## src/whdq_pkg.sv

```systemverilog
// Shared types and constants for the window/hysteresis/debounce qualifier.
// Used by every module under src; depends on nothing.
`default_nettype none

package whdq_pkg;

  localparam int unsigned ReadsPerSample = 8;
  localparam int unsigned AdcMax         = 4095;
  localparam int unsigned SumW           = 15;   // 8 readings of 12 bits
  localparam int unsigned AvgShift       = 3;    // log2 of ReadsPerSample
  localparam int unsigned QDepth         = 2;

  localparam logic [10:0] HystReset     = 11'd50;
  localparam logic [15:0] IntervalReset = 16'd50;
  localparam logic [15:0] DebounceReset = 16'd200;
  localparam logic [11:0] DefLoReset    = 12'd1000;
  localparam logic [11:0] DefHiReset    = 12'd3000;

  typedef enum logic [1:0] {
    ACT_TICK  = 2'd0,
    ACT_SET   = 2'd1,
    ACT_START = 2'd2
  } action_e;

  typedef enum logic [2:0] {
    REG_HYST     = 3'd0,
    REG_INTERVAL = 3'd1,
    REG_DEBOUNCE = 3'd2,
    REG_DEF_LO   = 3'd3,
    REG_DEF_HI   = 3'd4
  } reg_e;

  typedef struct packed {
    logic [1:0]  action;
    logic [31:0] now_ms;
    logic [11:0] reading_0;
    logic [11:0] reading_1;
    logic [11:0] reading_2;
    logic [11:0] reading_3;
    logic [11:0] reading_4;
    logic [11:0] reading_5;
    logic [11:0] reading_6;
    logic [11:0] reading_7;
    logic [15:0] new_lower;
    logic [15:0] new_upper;
  } in_t;

  typedef struct packed {
    logic        state_open;
    logic [11:0] level;
    logic        changed;
    logic        sampled;
    logic        bounds_rejected;
  } out_t;

  typedef struct packed {
    logic [10:0] hysteresis;
    logic [15:0] sample_interval_ms;
    logic [15:0] debounce_ms;
    logic [11:0] default_lower;
    logic [11:0] default_upper;
  } cfg_t;

  // Word passed from the front end to the back end.
  typedef struct packed {
    logic [1:0]  action;
    logic [31:0] now_ms;
    logic [11:0] avg;
    logic        bounds_ok;
    logic [11:0] lo;
    logic [11:0] hi;
  } fq_t;

endpackage

`default_nettype wire

```

## src/window_hysteresis_debounce_qualifier_top.sv

```systemverilog
// Door open/closed qualifier for a Hall-sensor level: window comparator with
// hysteresis and a time-based debounce, behind queue-style ports and an APB
// register port. Depends on whdq_pkg, whdq_cfg, whdq_front and whdq_back.
//
// The block takes one input word per clock while full is low, and returns
// exactly one result word per input word, in order. A pushed word is averaged
// and window-checked by the front end into a two-word queue; the back end
// applies it to the door state and places the result in a two-word output
// queue. A result is registered in the front queue and then in the output
// queue before it shows on the result ports; it can be popped at the next
// edge. The sustained rate, one word per cycle while the output queue is not
// full, is set by the back end's state update (sampling gate, classification
// and debounce for each word in turn). full rises only when both queues are
// backed up by a stalled pop. Configuration registers sit at byte addresses
// 0x00 (hysteresis), 0x04 (sample interval), 0x08 (debounce), 0x0C and 0x10
// (default lower and upper window bounds); write them only while idle.
`default_nettype none

module window_hysteresis_debounce_qualifier_top (
  input  wire logic           clk_i,
  input  wire logic           rst_ni,
  input  wire logic           psel,
  input  wire logic           penable,
  input  wire logic           pwrite,
  input  wire logic [4:0]     paddr,
  input  wire logic [31:0]    pwdata,
  output      logic [31:0]    prdata,
  output      logic           pready,
  input  wire logic           push,
  output      logic           full,
  input  wire whdq_pkg::in_t  in_i,
  output      logic           empty,
  input  wire logic           pop,
  output      whdq_pkg::out_t out_o
);

  whdq_pkg::cfg_t cfg;
  whdq_pkg::fq_t  fq_head;
  logic           fq_valid;
  logic           fq_pop;

  whdq_cfg u_cfg (
    .clk_i   (clk_i),
    .rst_ni  (rst_ni),
    .psel    (psel),
    .penable (penable),
    .pwrite  (pwrite),
    .paddr   (paddr),
    .pwdata  (pwdata),
    .prdata  (prdata),
    .pready  (pready),
    .cfg_o   (cfg)
  );

  whdq_front u_front (
    .clk_i      (clk_i),
    .rst_ni     (rst_ni),
    .cfg_i      (cfg),
    .push       (push),
    .in_i       (in_i),
    .full       (full),
    .fq_valid_o (fq_valid),
    .fq_head_o  (fq_head),
    .fq_pop_i   (fq_pop)
  );

  whdq_back u_back (
    .clk_i      (clk_i),
    .rst_ni     (rst_ni),
    .cfg_i      (cfg),
    .fq_valid_i (fq_valid),
    .fq_head_i  (fq_head),
    .fq_pop_o   (fq_pop),
    .empty      (empty),
    .pop        (pop),
    .out_o      (out_o)
  );

  // The back end only takes a word the front end actually holds.
  a_pop_has_word: assert property (@(posedge clk_i) disable iff (!rst_ni)
    fq_pop |-> fq_valid)
    else $error("back end popped an empty front queue");

  // A committed change always comes from a taken sample.
  a_change_sampled: assert property (@(posedge clk_i) disable iff (!rst_ni)
    (!empty && out_o.changed) |-> out_o.sampled)
    else $error("change reported without a sample");

  // Window rejection and tick flags never share a result.
  a_reject_alone: assert property (@(posedge clk_i) disable iff (!rst_ni)
    (!empty && out_o.bounds_rejected) |-> (!out_o.sampled && !out_o.changed))
    else $error("rejected bounds alongside tick flags");

endmodule

`default_nettype wire

```

## src/whdq_cfg.sv

```systemverilog
// APB register file for the qualifier's five configuration registers.
// Depends on whdq_pkg.
`default_nettype none

module whdq_cfg (
  input  wire logic          clk_i,
  input  wire logic          rst_ni,
  input  wire logic          psel,
  input  wire logic          penable,
  input  wire logic          pwrite,
  input  wire logic [4:0]    paddr,
  input  wire logic [31:0]   pwdata,
  output      logic [31:0]   prdata,
  output      logic          pready,
  output      whdq_pkg::cfg_t cfg_o
);

  whdq_pkg::cfg_t cfg_q, cfg_d;
  logic           wr_en;
  logic [2:0]     idx;

  assign pready = 1'b1;
  assign wr_en  = psel & penable & pwrite;
  assign idx    = paddr[4:2];
  assign cfg_o  = cfg_q;

  always_comb begin
    cfg_d = cfg_q;
    if (wr_en) begin
      case (idx)
        whdq_pkg::REG_HYST:     cfg_d.hysteresis         = pwdata[10:0];
        whdq_pkg::REG_INTERVAL: cfg_d.sample_interval_ms = pwdata[15:0];
        whdq_pkg::REG_DEBOUNCE: cfg_d.debounce_ms        = pwdata[15:0];
        whdq_pkg::REG_DEF_LO:   cfg_d.default_lower      = pwdata[11:0];
        whdq_pkg::REG_DEF_HI:   cfg_d.default_upper      = pwdata[11:0];
        default: ;
      endcase
    end
  end

  always_comb begin
    case (idx)
      whdq_pkg::REG_HYST:     prdata = {21'd0, cfg_q.hysteresis};
      whdq_pkg::REG_INTERVAL: prdata = {16'd0, cfg_q.sample_interval_ms};
      whdq_pkg::REG_DEBOUNCE: prdata = {16'd0, cfg_q.debounce_ms};
      whdq_pkg::REG_DEF_LO:   prdata = {20'd0, cfg_q.default_lower};
      whdq_pkg::REG_DEF_HI:   prdata = {20'd0, cfg_q.default_upper};
      default:                prdata = 32'd0;
    endcase
  end

  always_ff @(posedge clk_i or negedge rst_ni) begin
    if (!rst_ni) begin
      cfg_q.hysteresis         <= whdq_pkg::HystReset;
      cfg_q.sample_interval_ms <= whdq_pkg::IntervalReset;
      cfg_q.debounce_ms        <= whdq_pkg::DebounceReset;
      cfg_q.default_lower      <= whdq_pkg::DefLoReset;
      cfg_q.default_upper      <= whdq_pkg::DefHiReset;
    end else begin
      cfg_q <= cfg_d;
    end
  end

endmodule

`default_nettype wire

```

## src/whdq_front.sv

```systemverilog
// Front end: accepts input words, averages the readings, checks the
// requested window and queues the result for the back end. Depends on whdq_pkg.
`default_nettype none

module whdq_front (
  input  wire logic           clk_i,
  input  wire logic           rst_ni,
  input  wire whdq_pkg::cfg_t cfg_i,
  input  wire logic           push,
  input  wire whdq_pkg::in_t  in_i,
  output      logic           full,
  output      logic           fq_valid_o,
  output      whdq_pkg::fq_t  fq_head_o,
  input  wire logic           fq_pop_i
);

  whdq_pkg::fq_t mem_q [whdq_pkg::QDepth];
  logic          wptr_q, wptr_d, rptr_q, rptr_d;
  logic [1:0]    cnt_q, cnt_d;
  logic          do_push, do_pop;

  logic [12:0]   s01, s23, s45, s67;
  logic [13:0]   s03, s47;
  logic [whdq_pkg::SumW-1:0] sum;
  logic [11:0]   avg;
  logic          ok;
  logic [15:0]   span;
  logic [11:0]   twice_h;
  whdq_pkg::fq_t word;

  // Adder tree over the eight readings.
  assign s01 = {1'b0, in_i.reading_0} + {1'b0, in_i.reading_1};
  assign s23 = {1'b0, in_i.reading_2} + {1'b0, in_i.reading_3};
  assign s45 = {1'b0, in_i.reading_4} + {1'b0, in_i.reading_5};
  assign s67 = {1'b0, in_i.reading_6} + {1'b0, in_i.reading_7};
  assign s03 = {1'b0, s01} + {1'b0, s23};
  assign s47 = {1'b0, s45} + {1'b0, s67};
  assign sum = {1'b0, s03} + {1'b0, s47};
  assign avg = sum[whdq_pkg::SumW-1:whdq_pkg::AvgShift];

  // Window check: upper above lower, span wider than both margins, in range.
  assign span    = in_i.new_upper - in_i.new_lower;
  assign twice_h = {cfg_i.hysteresis, 1'b0};
  assign ok      = (in_i.new_upper > in_i.new_lower) &&
                   (span > {4'd0, twice_h}) &&
                   (in_i.new_upper <= 16'(whdq_pkg::AdcMax));

  always_comb begin
    word.action    = in_i.action;
    word.now_ms    = in_i.now_ms;
    word.avg       = avg;
    word.bounds_ok = ok;
    // A start with a bad window falls back to the defaults, unchecked.
    if (ok || (in_i.action != whdq_pkg::ACT_START)) begin
      word.lo = in_i.new_lower[11:0];
      word.hi = in_i.new_upper[11:0];
    end else begin
      word.lo = cfg_i.default_lower;
      word.hi = cfg_i.default_upper;
    end
  end

  assign full       = (cnt_q == 2'(whdq_pkg::QDepth));
  assign fq_valid_o = (cnt_q != 2'd0);
  assign fq_head_o  = mem_q[rptr_q];
  assign do_push    = push & ~full;
  assign do_pop     = fq_pop_i & fq_valid_o;

  always_comb begin
    wptr_d = wptr_q ^ do_push;
    rptr_d = rptr_q ^ do_pop;
    cnt_d  = cnt_q + {1'b0, do_push} - {1'b0, do_pop};
  end

  always_ff @(posedge clk_i) begin
    if (do_push) begin
      mem_q[wptr_q] <= word;
    end
  end

  always_ff @(posedge clk_i or negedge rst_ni) begin
    if (!rst_ni) begin
      wptr_q <= 1'b0;
      rptr_q <= 1'b0;
      cnt_q  <= 2'd0;
    end else begin
      wptr_q <= wptr_d;
      rptr_q <= rptr_d;
      cnt_q  <= cnt_d;
    end
  end

endmodule

`default_nettype wire

```

## src/whdq_back.sv

```systemverilog
// Back end: holds the door state, applies each queued word (sampling gate,
// window classification, debounce) and queues one result word per item.
// Depends on whdq_pkg.
`default_nettype none

module whdq_back (
  input  wire logic           clk_i,
  input  wire logic           rst_ni,
  input  wire whdq_pkg::cfg_t cfg_i,
  input  wire logic           fq_valid_i,
  input  wire whdq_pkg::fq_t  fq_head_i,
  output      logic           fq_pop_o,
  output      logic           empty,
  input  wire logic           pop,
  output      whdq_pkg::out_t out_o
);

  // Qualifier state
  logic        open_q, open_d;
  logic [11:0] level_q, level_d;
  logic [11:0] lo_q, lo_d, hi_q, hi_d;
  logic [31:0] sample_t_q, sample_t_d;
  logic        pv_q, pv_d;
  logic        ptc_q, ptc_d;
  logic [31:0] pst_q, pst_d;

  // Result queue
  whdq_pkg::out_t omem_q [whdq_pkg::QDepth];
  logic           owptr_q, owptr_d, orptr_q, orptr_d;
  logic [1:0]     ocnt_q, ocnt_d;
  logic           ofull, do_opop;

  logic           go;
  whdq_pkg::fq_t  w;
  whdq_pkg::out_t res;
  logic [11:0]    c_lvl, c_lo, c_hi;
  logic [12:0]    lvl_h, lo_h, hi_h;
  logic           c_closed, c_open;
  logic [31:0]    since_sample, since_pending;
  logic           take, settled;

  assign w        = fq_head_i;
  assign ofull    = (ocnt_q == 2'(whdq_pkg::QDepth));
  assign go       = fq_valid_i & ~ofull;
  assign fq_pop_o = go;

  // Classifier inputs: set reclassifies the held level against the new window,
  // start uses the window the front end chose, tick the current window.
  always_comb begin
    c_lvl = w.avg;
    c_lo  = lo_q;
    c_hi  = hi_q;
    case (w.action)
      whdq_pkg::ACT_SET: begin
        c_lvl = level_q;
        c_lo  = w.lo;
        c_hi  = w.hi;
      end
      whdq_pkg::ACT_START: begin
        c_lo  = w.lo;
        c_hi  = w.hi;
      end
      default: ;
    endcase
  end

  assign lvl_h    = {1'b0, c_lvl} + {2'b0, cfg_i.hysteresis};
  assign lo_h     = {1'b0, c_lo} + {2'b0, cfg_i.hysteresis};
  assign hi_h     = {1'b0, c_hi} + {2'b0, cfg_i.hysteresis};
  assign c_closed = (lvl_h < {1'b0, c_lo}) || ({1'b0, c_lvl} > hi_h);
  assign c_open   = ~c_closed && ({1'b0, c_lvl} > lo_h) && (lvl_h < {1'b0, c_hi});

  assign since_sample  = w.now_ms - sample_t_q;
  assign since_pending = w.now_ms - pst_q;
  assign take          = since_sample >= {16'd0, cfg_i.sample_interval_ms};
  assign settled       = since_pending >= {16'd0, cfg_i.debounce_ms};

  always_comb begin
    open_d     = open_q;
    level_d    = level_q;
    lo_d       = lo_q;
    hi_d       = hi_q;
    sample_t_d = sample_t_q;
    pv_d       = pv_q;
    ptc_d      = ptc_q;
    pst_d      = pst_q;
    res.changed         = 1'b0;
    res.sampled         = 1'b0;
    res.bounds_rejected = 1'b0;
    case (w.action)
      whdq_pkg::ACT_TICK: begin
        if (take) begin
          res.sampled = 1'b1;
          sample_t_d  = w.now_ms;
          level_d     = w.avg;
          if (!c_closed && !c_open) begin
            pv_d = 1'b0;
          end else if (c_closed != open_q) begin
            // class agrees with the current state: drop any pending change
            pv_d = 1'b0;
          end else if (!pv_q || (ptc_q != c_closed)) begin
            pv_d  = 1'b1;
            ptc_d = c_closed;
            pst_d = w.now_ms;
          end else if (settled) begin
            pv_d        = 1'b0;
            open_d      = ~c_closed;
            res.changed = 1'b1;
          end
        end
      end
      whdq_pkg::ACT_SET: begin
        if (!w.bounds_ok) begin
          res.bounds_rejected = 1'b1;
        end else begin
          lo_d = w.lo;
          hi_d = w.hi;
          pv_d = 1'b0;
          if (c_closed) begin
            open_d = 1'b0;
          end else if (c_open) begin
            open_d = 1'b1;
          end
        end
      end
      whdq_pkg::ACT_START: begin
        res.bounds_rejected = ~w.bounds_ok;
        lo_d    = w.lo;
        hi_d    = w.hi;
        level_d = w.avg;
        open_d  = c_open;
      end
      default: ;
    endcase
    res.state_open = open_d;
    res.level      = level_d;
  end

  always_ff @(posedge clk_i or negedge rst_ni) begin
    if (!rst_ni) begin
      open_q     <= 1'b0;
      level_q    <= 12'd0;
      lo_q       <= whdq_pkg::DefLoReset;
      hi_q       <= whdq_pkg::DefHiReset;
      sample_t_q <= 32'd0;
      pv_q       <= 1'b0;
      ptc_q      <= 1'b0;
      pst_q      <= 32'd0;
    end else if (go) begin
      open_q     <= open_d;
      level_q    <= level_d;
      lo_q       <= lo_d;
      hi_q       <= hi_d;
      sample_t_q <= sample_t_d;
      pv_q       <= pv_d;
      ptc_q      <= ptc_d;
      pst_q      <= pst_d;
    end
  end

  // Result queue
  assign empty   = (ocnt_q == 2'd0);
  assign out_o   = omem_q[orptr_q];
  assign do_opop = pop & ~empty;

  always_comb begin
    owptr_d = owptr_q ^ go;
    orptr_d = orptr_q ^ do_opop;
    ocnt_d  = ocnt_q + {1'b0, go} - {1'b0, do_opop};
  end

  always_ff @(posedge clk_i) begin
    if (go) begin
      omem_q[owptr_q] <= res;
    end
  end

  always_ff @(posedge clk_i or negedge rst_ni) begin
    if (!rst_ni) begin
      owptr_q <= 1'b0;
      orptr_q <= 1'b0;
      ocnt_q  <= 2'd0;
    end else begin
      owptr_q <= owptr_d;
      orptr_q <= orptr_d;
      ocnt_q  <= ocnt_d;
    end
  end

endmodule

`default_nettype wire
```

## config.mk

```make
export PLATFORM = sky130hd
export DESIGN_NAME = window_hysteresis_debounce_qualifier_top
export DESIGN_NICKNAME = d
export VERILOG_FILES = /design/src/whdq_pkg.sv /design/src/window_hysteresis_debounce_qualifier_top.sv /design/src/whdq_cfg.sv /design/src/whdq_front.sv /design/src/whdq_back.sv
export SDC_FILE = /design/constraint.sdc
export NUM_CORES = 1
export LEC_CHECK = 0
export ABC_AREA = 1
export BUFFER_PORTS_ARGS = -buffer_cell sky130_fd_sc_hd__buf_4
export CAP_MARGIN = 20
export CORE_MARGIN = 4
export CORE_UTILIZATION = 61
export CTS_CLUSTER_DIAMETER = 80
export CTS_CLUSTER_SIZE = 20
export DETAILED_ROUTE_END_ITERATION = 10
export GPL_ROUTABILITY_DRIVEN = 0
export PLACE_DENSITY_LB_ADDON = 0.08
export SETUP_SLACK_MARGIN = 0.05
export SYNTH_ARGS = -nofsm -noshare
export SYNTH_HDL_FRONTEND = slang
export SYNTH_SLANG_ARGS = --single-unit
export TNS_END_PERCENT = 1
```

## constraint.sdc

```tcl
create_clock -name clk_i -period 8.09 [get_ports clk_i]
set_input_delay 0 -clock clk_i [delete_from_list [all_inputs] [get_ports clk_i]]
set_output_delay 0 -clock clk_i [all_outputs]
set_load 0.01 [all_outputs]
```

# Word level (Yosys, flattened, before mapping)
# Memories as Yosys holds them, arrays and structs flattened.
# Cells that the tools add are included.
[word_totals]
ff_bits = 178
output_inout_bits = 51
mem_count = 2
wordCells = 144
mem_bits_rw = 174
inputBits = 206
[op_classes]
add_sub_neg = 17
eq_ne = 14
n_mux = 39
n_bitwise = 17
n_lt_le_gt_ge = 9
n_reduce_logical = 27
[mem_list]
columns = ["memory", "depth", "word_bits", "rd", "rd_ports_with_merged_regs", "write_ports", "line", "rtl"]
rows = [
  ["u_front.mem_q", 2, 71, 1, 0, 1, "whdq_front.sv:17", "whdq_pkg::fq_t mem_q [whdq_pkg::QDepth];"],
  ["u_back.omem_q", 2, 16, 1, 0, 1, "whdq_back.sv:28", "whdq_pkg::out_t omem_q [whdq_pkg::QDepth];"],
]
[op_table]
columns = ["op", "count"]
rows = [
  ["case mux 16 bit (5 select lines)", 1],
  ["2-to-1 mux 12 bit", 6],
  ["case mux 12 bit (2 select lines)", 3],
  ["greater-or-equal comparator 32 x 16 -> 1 bit", 2],
  ["subtractor 32 bit", 2],
  ["adder 12 x 12 -> 13 bit", 4],
  ["adder 12 x 11 -> 13 bit", 3],
  ["adder 13 x 13 -> 14 bit", 2],
  ["greater-than comparator 12 x 13 -> 1 bit", 2],
  ["< comparator 13 x 12 -> 1 bit", 2],
  ["2-to-1 mux 24 bit", 1],
  ["2-to-1 mux 1 bit", 23],
  ["greater-than comparator 16 x 12 -> 1 bit", 1],
  ["greater-than comparator 16 bit", 1],
  ["less-or-equal comparator 16 x 12 -> 1 bit, second input constant", 1],
  ["subtractor 16 bit", 1],
  ["adder 14 x 14 -> 15 bit", 1],
  ["AND reduction 2 bit", 5],
  ["inverter 1 bit", 7],
  ["AND 1 bit", 6],
  ["== test 2 bit, second input constant", 3],
  ["== test 3 x 2 -> 1 bit, second input constant", 2],
  ["AND reduction 3 bit", 2],
  ["AND reduction 6 bit", 1],
  ["other kinds (21)", 41],
]

# Depth between registers and ports, before layout
# An unclocked memory read counts as a cell.
[logic_depth]
ltp_word = 15
ltp_mapped = 45
ltp_nobuf = 39

# Cells and area by module
# A second synthesis with hierarchy kept.
[unflattened]
hier_cells = 3606
area_unflattened_um2 = 27308.7
[modules_own_cells]
columns = ["mod", "cells_per_inst", "n_inst", "seq_area_each_um2", "area_each_um2"]
rows = [
  ["whdq_back", 2223, 1, 3654.8, 14579.0],
  ["whdq_front", 971, 1, 4364.2, 9351.5],
  ["whdq_cfg", 412, 1, 1704.1, 3378.2],
]

# Worst setup path before layout
# No wires, ideal clock.
[synth_timing]
path_kind = "reg2reg"
start = "register u_front.rptr_q"
end = "register u_back.pst_q[10]"
setup_time_ns = 0.074
t_required_ns = 8.016
arrival_time_ns = 6.099
stages_incl_launch_ff = 44
path_buffers = 8
path_slack_ns = 1.917
synth_period_minus_slack_ns = 6.173
path_cell_list = "dfrtp_1 -> buf_6 -> clkbuf_1 -> buf_1 -> clkbuf_1 -> o21ai_0 -> ha_1 -> buf_2 -> buf_1 -> nand2_1 -> o21ai_0 -> ha_1 -> a21oi_1 -> nand2_1 -> a21oi_1 -> o21ai_0 -> a21boi_0 -> inv_1 -> (+8 left out) -> nand4_1 -> nand2_1 -> inv_1 -> nand2_1 -> nor2_1 -> nand2_1 -> nand2_2 -> inv_2 -> nand2_2 -> nor2_4 -> nor2_2 -> nor2_4 -> nand2_2 -> nor2_4 -> buf_6 -> buf_6 -> nand2_2 -> o21ai_2"
[synth_between]
elab_chain_cells = 14
elab_cells_between_ends = 30
classes_between = "4 x add/sub; 5 x order compare; 4 x eq/ne; 3 x mux; 3 x bitwise; 10 x reduce/logical; 1 x memory"
[synth_lines]
columns = ["item", "line", "rtl"]
rows = [
  ["start, declared", "whdq_front.sv:18", "logic wptr_q, wptr_d, rptr_q, rptr_d;"],
  ["start signal, assigned", "whdq_front.sv:88", "rptr_q <= rptr_d;"],
  ["memory read (2 x 71 bit) *", "-", ""],
  ["== test 2 bit / == test 2 x 1 -> 1 bit (equally long branches)", "whdq_back.sv:53", "case (w.action)"],
  ["OR reduction 2 bit (no source line)", "-", ""],
  ["2-to-1 mux 12 bit", "whdq_back.sv:53", ""],
  ["adder 12 x 11 -> 13 bit", "whdq_back.sv:69", "assign hi_h = {1'b0, c_hi} + {2'b0, cfg_i.hysteresis};"],
  ["greater-than comparator 12 x 13 -> 1 bit", "whdq_back.sv:70", "assign c_closed = (lvl_h < {1'b0, c_lo}) || ({1'b0, c_lvl} > hi_h);"],
  ["logical OR 1 bit", "whdq_back.sv:70", ""],
  ["inverter 1 bit", "whdq_back.sv:71", "assign c_open = ~c_closed && ({1'b0, c_lvl} > lo_h) && (lvl_h < {1'b0, c_hi});"],
  ["logical AND 1 bit (2 in a row)", "whdq_back.sv:71", ""],
  ["logical NOT 1 bit", "whdq_back.sv:96", "if (!c_closed && !c_open) begin"],
  ["logical AND 1 bit", "whdq_back.sv:96", ""],
  ["inverter 1 bit (no source line)", "-", ""],
  ["AND reduction 6 bit (no source line)", "-", ""],
  ["end signal, assigned", "whdq_back.sv:157", "pst_q <= pst_d;"],
  ["end, declared", "whdq_back.sv:25", "logic [31:0] pst_q, pst_d;"],
]
# Mark *: on every way between the ends. The rest lies on a longest branch, timed or not.
# A chain may end at the register's enable or synchronous reset.

# Worst setup path after layout
[layout_timing]
start = "register u_front.rptr_q"
end = "register u_back.pst_q[30]"
# Same word-level chain as after synthesis.

==> report_table.html <==
<table>
<tr><th>Metric</th><th>Value</th></tr>
<tr><th colspan="2">Outcome</th></tr>
<tr><td>Result of the run</td><td>completed</td></tr>
<tr><th colspan="2">Logic synthesis</th></tr>
<tr><td>Area share of and/or/nand/nor cells after synthesis</td><td>about a quarter</td></tr>
<tr><td>Post-synthesis instance area</td><td>26200 um^2</td></tr>
<tr><td>Async SR Flop Fraction</td><td>between 50% and 60%</td></tr>
<tr><td>Number of flip-flops and latches in the synthesized netlist</td><td>roughly 350</td></tr>
<tr><td>Adder-Cell Fraction of Synth Area</td><td>between 10% and 20%</td></tr>
<tr><td>Synth Instances</td><td>3394</td></tr>
<tr><td>Post-synth cell types</td><td>55</td></tr>
<tr><td>Portion of the post-synthesis area used by sequential elements</td><td>37.11%</td></tr>
<tr><td>Cell taking the most area after synthesis</td><td>edfxtp_1</td></tr>
<tr><td>EDFF count, synth</td><td>between 150 and 200</td></tr>
<tr><td>Most common cell in the netlist</td><td>nand2_1</td></tr>
<tr><td>Main combinational cell family by area after synthesis</td><td>simple AND/OR/NAND/NOR gates</td></tr>
<tr><td>Post-synthesis compound-gate area fraction</td><td>between 9 and 10%</td></tr>
<tr><td>Post-synthesis share of cell area spent on xor and xnor gates</td><td>3.009%</td></tr>
<tr><td>Share of cell area taken by muxes after synthesis</td><td>less than 1%</td></tr>
<tr><td>Synth top cells by count</td><td>nand2_1, inv_1, ha_1</td></tr>
<tr><td>Most area-consuming cells after synthesis</td><td>edfxtp_1, nand2_1, dfrtp_1</td></tr>
<tr><td>Top cell type's share of synthesized area</td><td>between 10% and 20%</td></tr>
<tr><td>Avg Inst Size Synth</td><td>a little under 8 um^2</td></tr>
<tr><td>Most frequently used flop master after synthesis</td><td>edfxtp_1</td></tr>
<tr><td>Number of warnings reported in the yosys synthesis log</td><td>0</td></tr>
<tr><th colspan="2">Timing</th></tr>
<tr><td>Skew final</td><td>27.23 ps</td></tr>
<tr><td>Count of pins over their slew limit</td><td>0</td></tr>
<tr><td>Setup-violating endpoint count in the final report</td><td>0</td></tr>
<tr><td>Highest clock rate</td><td>around 0.14 GHz</td></tr>
<tr><td>Normalized max-slew margin</td><td>35.47%</td></tr>
<tr><td>Post-Route Setup TNS</td><td>0 ps</td></tr>
<tr><td>Minimum clock period</td><td>about 7100 ps</td></tr>
<tr><td>Worst Max-Slew Pin Slew</td><td>a little under 1000 ps</td></tr>
<tr><td>RSZ-0062 raised after global routing</td><td>no</td></tr>
<tr><td>Final worst path period share</td><td>between 80% and 90%</td></tr>
<tr><td>Final Hold Vio Count</td><td>0</td></tr>
<tr><th colspan="2">Routing</th></tr>
<tr><td>Antenna violation net count after detailed routing</td><td>0</td></tr>
<tr><td>Initial DRC count</td><td>approximately 2200</td></tr>
<tr><td>Iteration count of the initial detailed-routing pass</td><td>8</td></tr>
<tr><td>Average wire per cell in the routed design</td><td>around 17 um</td></tr>
<tr><td>Vias per Instance</td><td>between 5 and 6</td></tr>
<tr><td>DRC violation count after routing</td><td>0</td></tr>
<tr><td>Number of vias in the routed layout</td><td>about 23000</td></tr>
<tr><td>Routed Wire Length</td><td>between 70000 and 80000 um</td></tr>
<tr><th colspan="2">Setup path</th></tr>
<tr><td>Critical Path Source Type</td><td>flip-flop</td></tr>
<tr><td>Critical Path Max Stage Delay</td><td>between 700 and 800 ps</td></tr>
<tr><td>Most used cell, CP</td><td>o21ai_0</td></tr>
<tr><td>Number of buffer and inverter instances along the worst setup path</td><td>6</td></tr>
<tr><td>Type of the worst setup path</td><td>reg2reg</td></tr>
<tr><td>Required time at the worst-slack endpoint</td><td>8510 ps</td></tr>
<tr><td>R2R setup slack</td><td>just over 1000 ps</td></tr>
<tr><td>Data arrival time of the critical path</td><td>about 7500 ps</td></tr>
<tr><td>Critical path peak fanout</td><td>66</td></tr>
<tr><td>Family with the most delay on the worst path</td><td>compound AO/OA/AOI/OAI gates</td></tr>
<tr><td>Crit-path slowest cell</td><td>ha_1</td></tr>
<tr><td>Endpoint kind of the worst setup timing path</td><td>flip-flop</td></tr>
<tr><th colspan="2">GRT</th></tr>
<tr><td>Pin count of the biggest net entering global routing</td><td>between 90 and 100</td></tr>
<tr><td>Met2 global-route usage</td><td>50.10%</td></tr>
<tr><td>Layer with the highest usage after global routing</td><td>met2</td></tr>
<tr><td>Global-route met3 utilization</td><td>between 5 and 6%</td></tr>
<tr><td>Met1 track demand over resource</td><td>around two fifths</td></tr>
<tr><td>Leftover overflow at the end of global routing</td><td>0</td></tr>
<tr><td>Initial antenna violation count</td><td>1</td></tr>
<tr><td>Via count of the first global-routing pass</td><td>22991</td></tr>
<tr><td>Wire length of the first global-routing pass</td><td>between 100000 and 150000 um</td></tr>
<tr><td>Total Routing Usage GR</td><td>between 30% and 40%</td></tr>
<tr><th colspan="2">Run</th></tr>
<tr><td># Max-Cap Violations</td><td>0</td></tr>
<tr><th colspan="2">Layout</th></tr>
<tr><td>Share of cells above drive strength 1</td><td>about a tenth</td></tr>
<tr><td>Area growth, synth to finish</td><td>13.89%</td></tr>
<tr><td>Utilization after layout</td><td>between 70% and 80%</td></tr>
<tr><td>NumNets Final</td><td>4169</td></tr>
<tr><th colspan="2">Hold path</th></tr>
<tr><td>Path category of the worst min-delay check</td><td>in2reg</td></tr>
<tr><th colspan="2">Clock network</th></tr>
<tr><td>Number of H-tree levels</td><td>1</td></tr>
<tr><td>Clock root buffer master</td><td>clkbuf_16</td></tr>
<tr><td>TritonCTS clock tree</td><td>done</td></tr>
<tr><td>Clock buffer count from CTS</td><td>23</td></tr>
<tr><td>Clock transition at the register clock pins on the worst setup and hold paths after CTS</td><td>~90 ps</td></tr>
<tr><td>CTS sink cnt</td><td>about 350</td></tr>
<tr><td>Buffer depth of the longest clock path</td><td>3</td></tr>
<tr><td>Post-CTS Repair Setup Buffers</td><td>0</td></tr>
<tr><td>Clock latency on the worst-skew pair</td><td>around 570 ps</td></tr>
<tr><th colspan="2">Die</th></tr>
<tr><td>Total number of placement rows</td><td>75</td></tr>
<tr><td>Die Span Y</td><td>215.2 um</td></tr>
<tr><td>Initial core utilization</td><td>62.04%</td></tr>
<tr><td>Number of ports placed on the die boundary</td><td>257</td></tr>
<tr><td>Area of the die</td><td>~46000 um^2</td></tr>
<tr><td>Die width</td><td>approximately 220 um</td></tr>
<tr><td>Core area</td><td>42230 um^2</td></tr>
<tr><th colspan="2">Placement</th></tr>
<tr><td>Count of input and output buffers</td><td>around 220</td></tr>
<tr><td>Placed wire-length estimate after detailed placement</td><td>between 50000 and 60000 um</td></tr>
</table>
metal layers:
| layer | routed length [um] | vias to the layer above |
|---|---|---|
| met2 | 32520 | 1029 |
| met1 | 29630 | 10780 |
| met4 | 2952 | 0 |
| li1 | - | 11268 |
| met5 | 0 | - |
| met3 | 6304 | 215 |
sequential cells by signal, indices dropped and copies added (netlist names):
name	cells
u_back.ocnt_q	2
u_back.owptr_q	1
u_back.pst_q	32
u_back.ptc_q	1
u_back.open_q	1
u_front.cnt_q	2
u_back.level_q	12
u_front.wptr_q	1
u_cfg.cfg_o	67
u_back.hi_q	12
u_back.omem_q	32
u_back.sample_t_q	32
u_back.pv_q	1
u_back.orptr_q	1
u_back.lo_q	12
u_front.mem_q	142
u_front.rptr_q	1
final cells by class:
type	instances	area (um^2)
diodes	2	5.005
clock buffers	35	630.6
clock inverters	7	67.56
fillers	3422	12390
inverters	575	2161
multi-input cells	2393	13940
flip-flops and latches	352	9724
well taps	539	674.4
repair buffers	315	2641
through the flow:
step,worst slack [ps],area (um^2),instances,hold WS (ps)
finish,1040,29840,4218,23.31
global placement,1347,28260,4093,120.5
floorplan,1917,26260,3409,-295.6
CTS,1059,29720,4212,106.5
detailed placement,1078,28260,4093,122.9
global route,340.8,29840,4217,39.95
cell usage in the layout (no fill, tap or decap), types with 33 or more instances in the layout:
master / n
a21oi_1: 121
buf_4: 233
dfrtp_1: 142
dfstp_2: 35
dlygate4sd3_1: 77
edfxtp_1: 174
fa_1: 76
ha_1: 225
inv_1: 571
nand2_1: 1111
nand3_1: 124
nand4_1: 33
nor2_1: 196
o21ai_0: 217
xor2_1: 68
what timing repair did:
action | 4_1_cts | 5_1_grt
endpoints found under the hold margin | 271 | 0
hold buffers | 77 | 0
gates resized for setup | 0 | 0
worst paths after layout:
path | start | endpoint | cells after the start
max | u_front.rptr_q | u_back.pst_q[30] | 37
min | paddr[4] | u_cfg.cfg_o[24] | 4
max reg2reg | u_front.rptr_q | u_back.pst_q[30] | 37
min reg2reg | u_cfg.cfg_o[54] | u_cfg.cfg_o[54] | 2
max in group asynchronous | rst_ni | u_cfg.cfg_o[38] | 3
min in group asynchronous | rst_ni | u_back.hi_q[0] | 2
worst register-to-register path, delay by kind of cell (launching register included):
family / cells / cell delay [ps]
AOI/OAI and AO/OA: 10 / 1940
buffers and inverters: 6 / 1350
xor gates and xnor gates: 1 / 120
adders and majority gates: 3 / 1470
and+or+nand+nor: 17 / 1640
DFF: 1 / 390
cells by family after synthesis:
kind of cell    Yosys count
simple gates           1536
buf+inv                 664
compound gates          435
flops                   352
fa+ha+maj               303
xor+xnor                 90
mux                      12
other cells               2
Power is not shown: default switching activity piles up to over one toggle a cycle in this logic, so the estimate is an artifact.
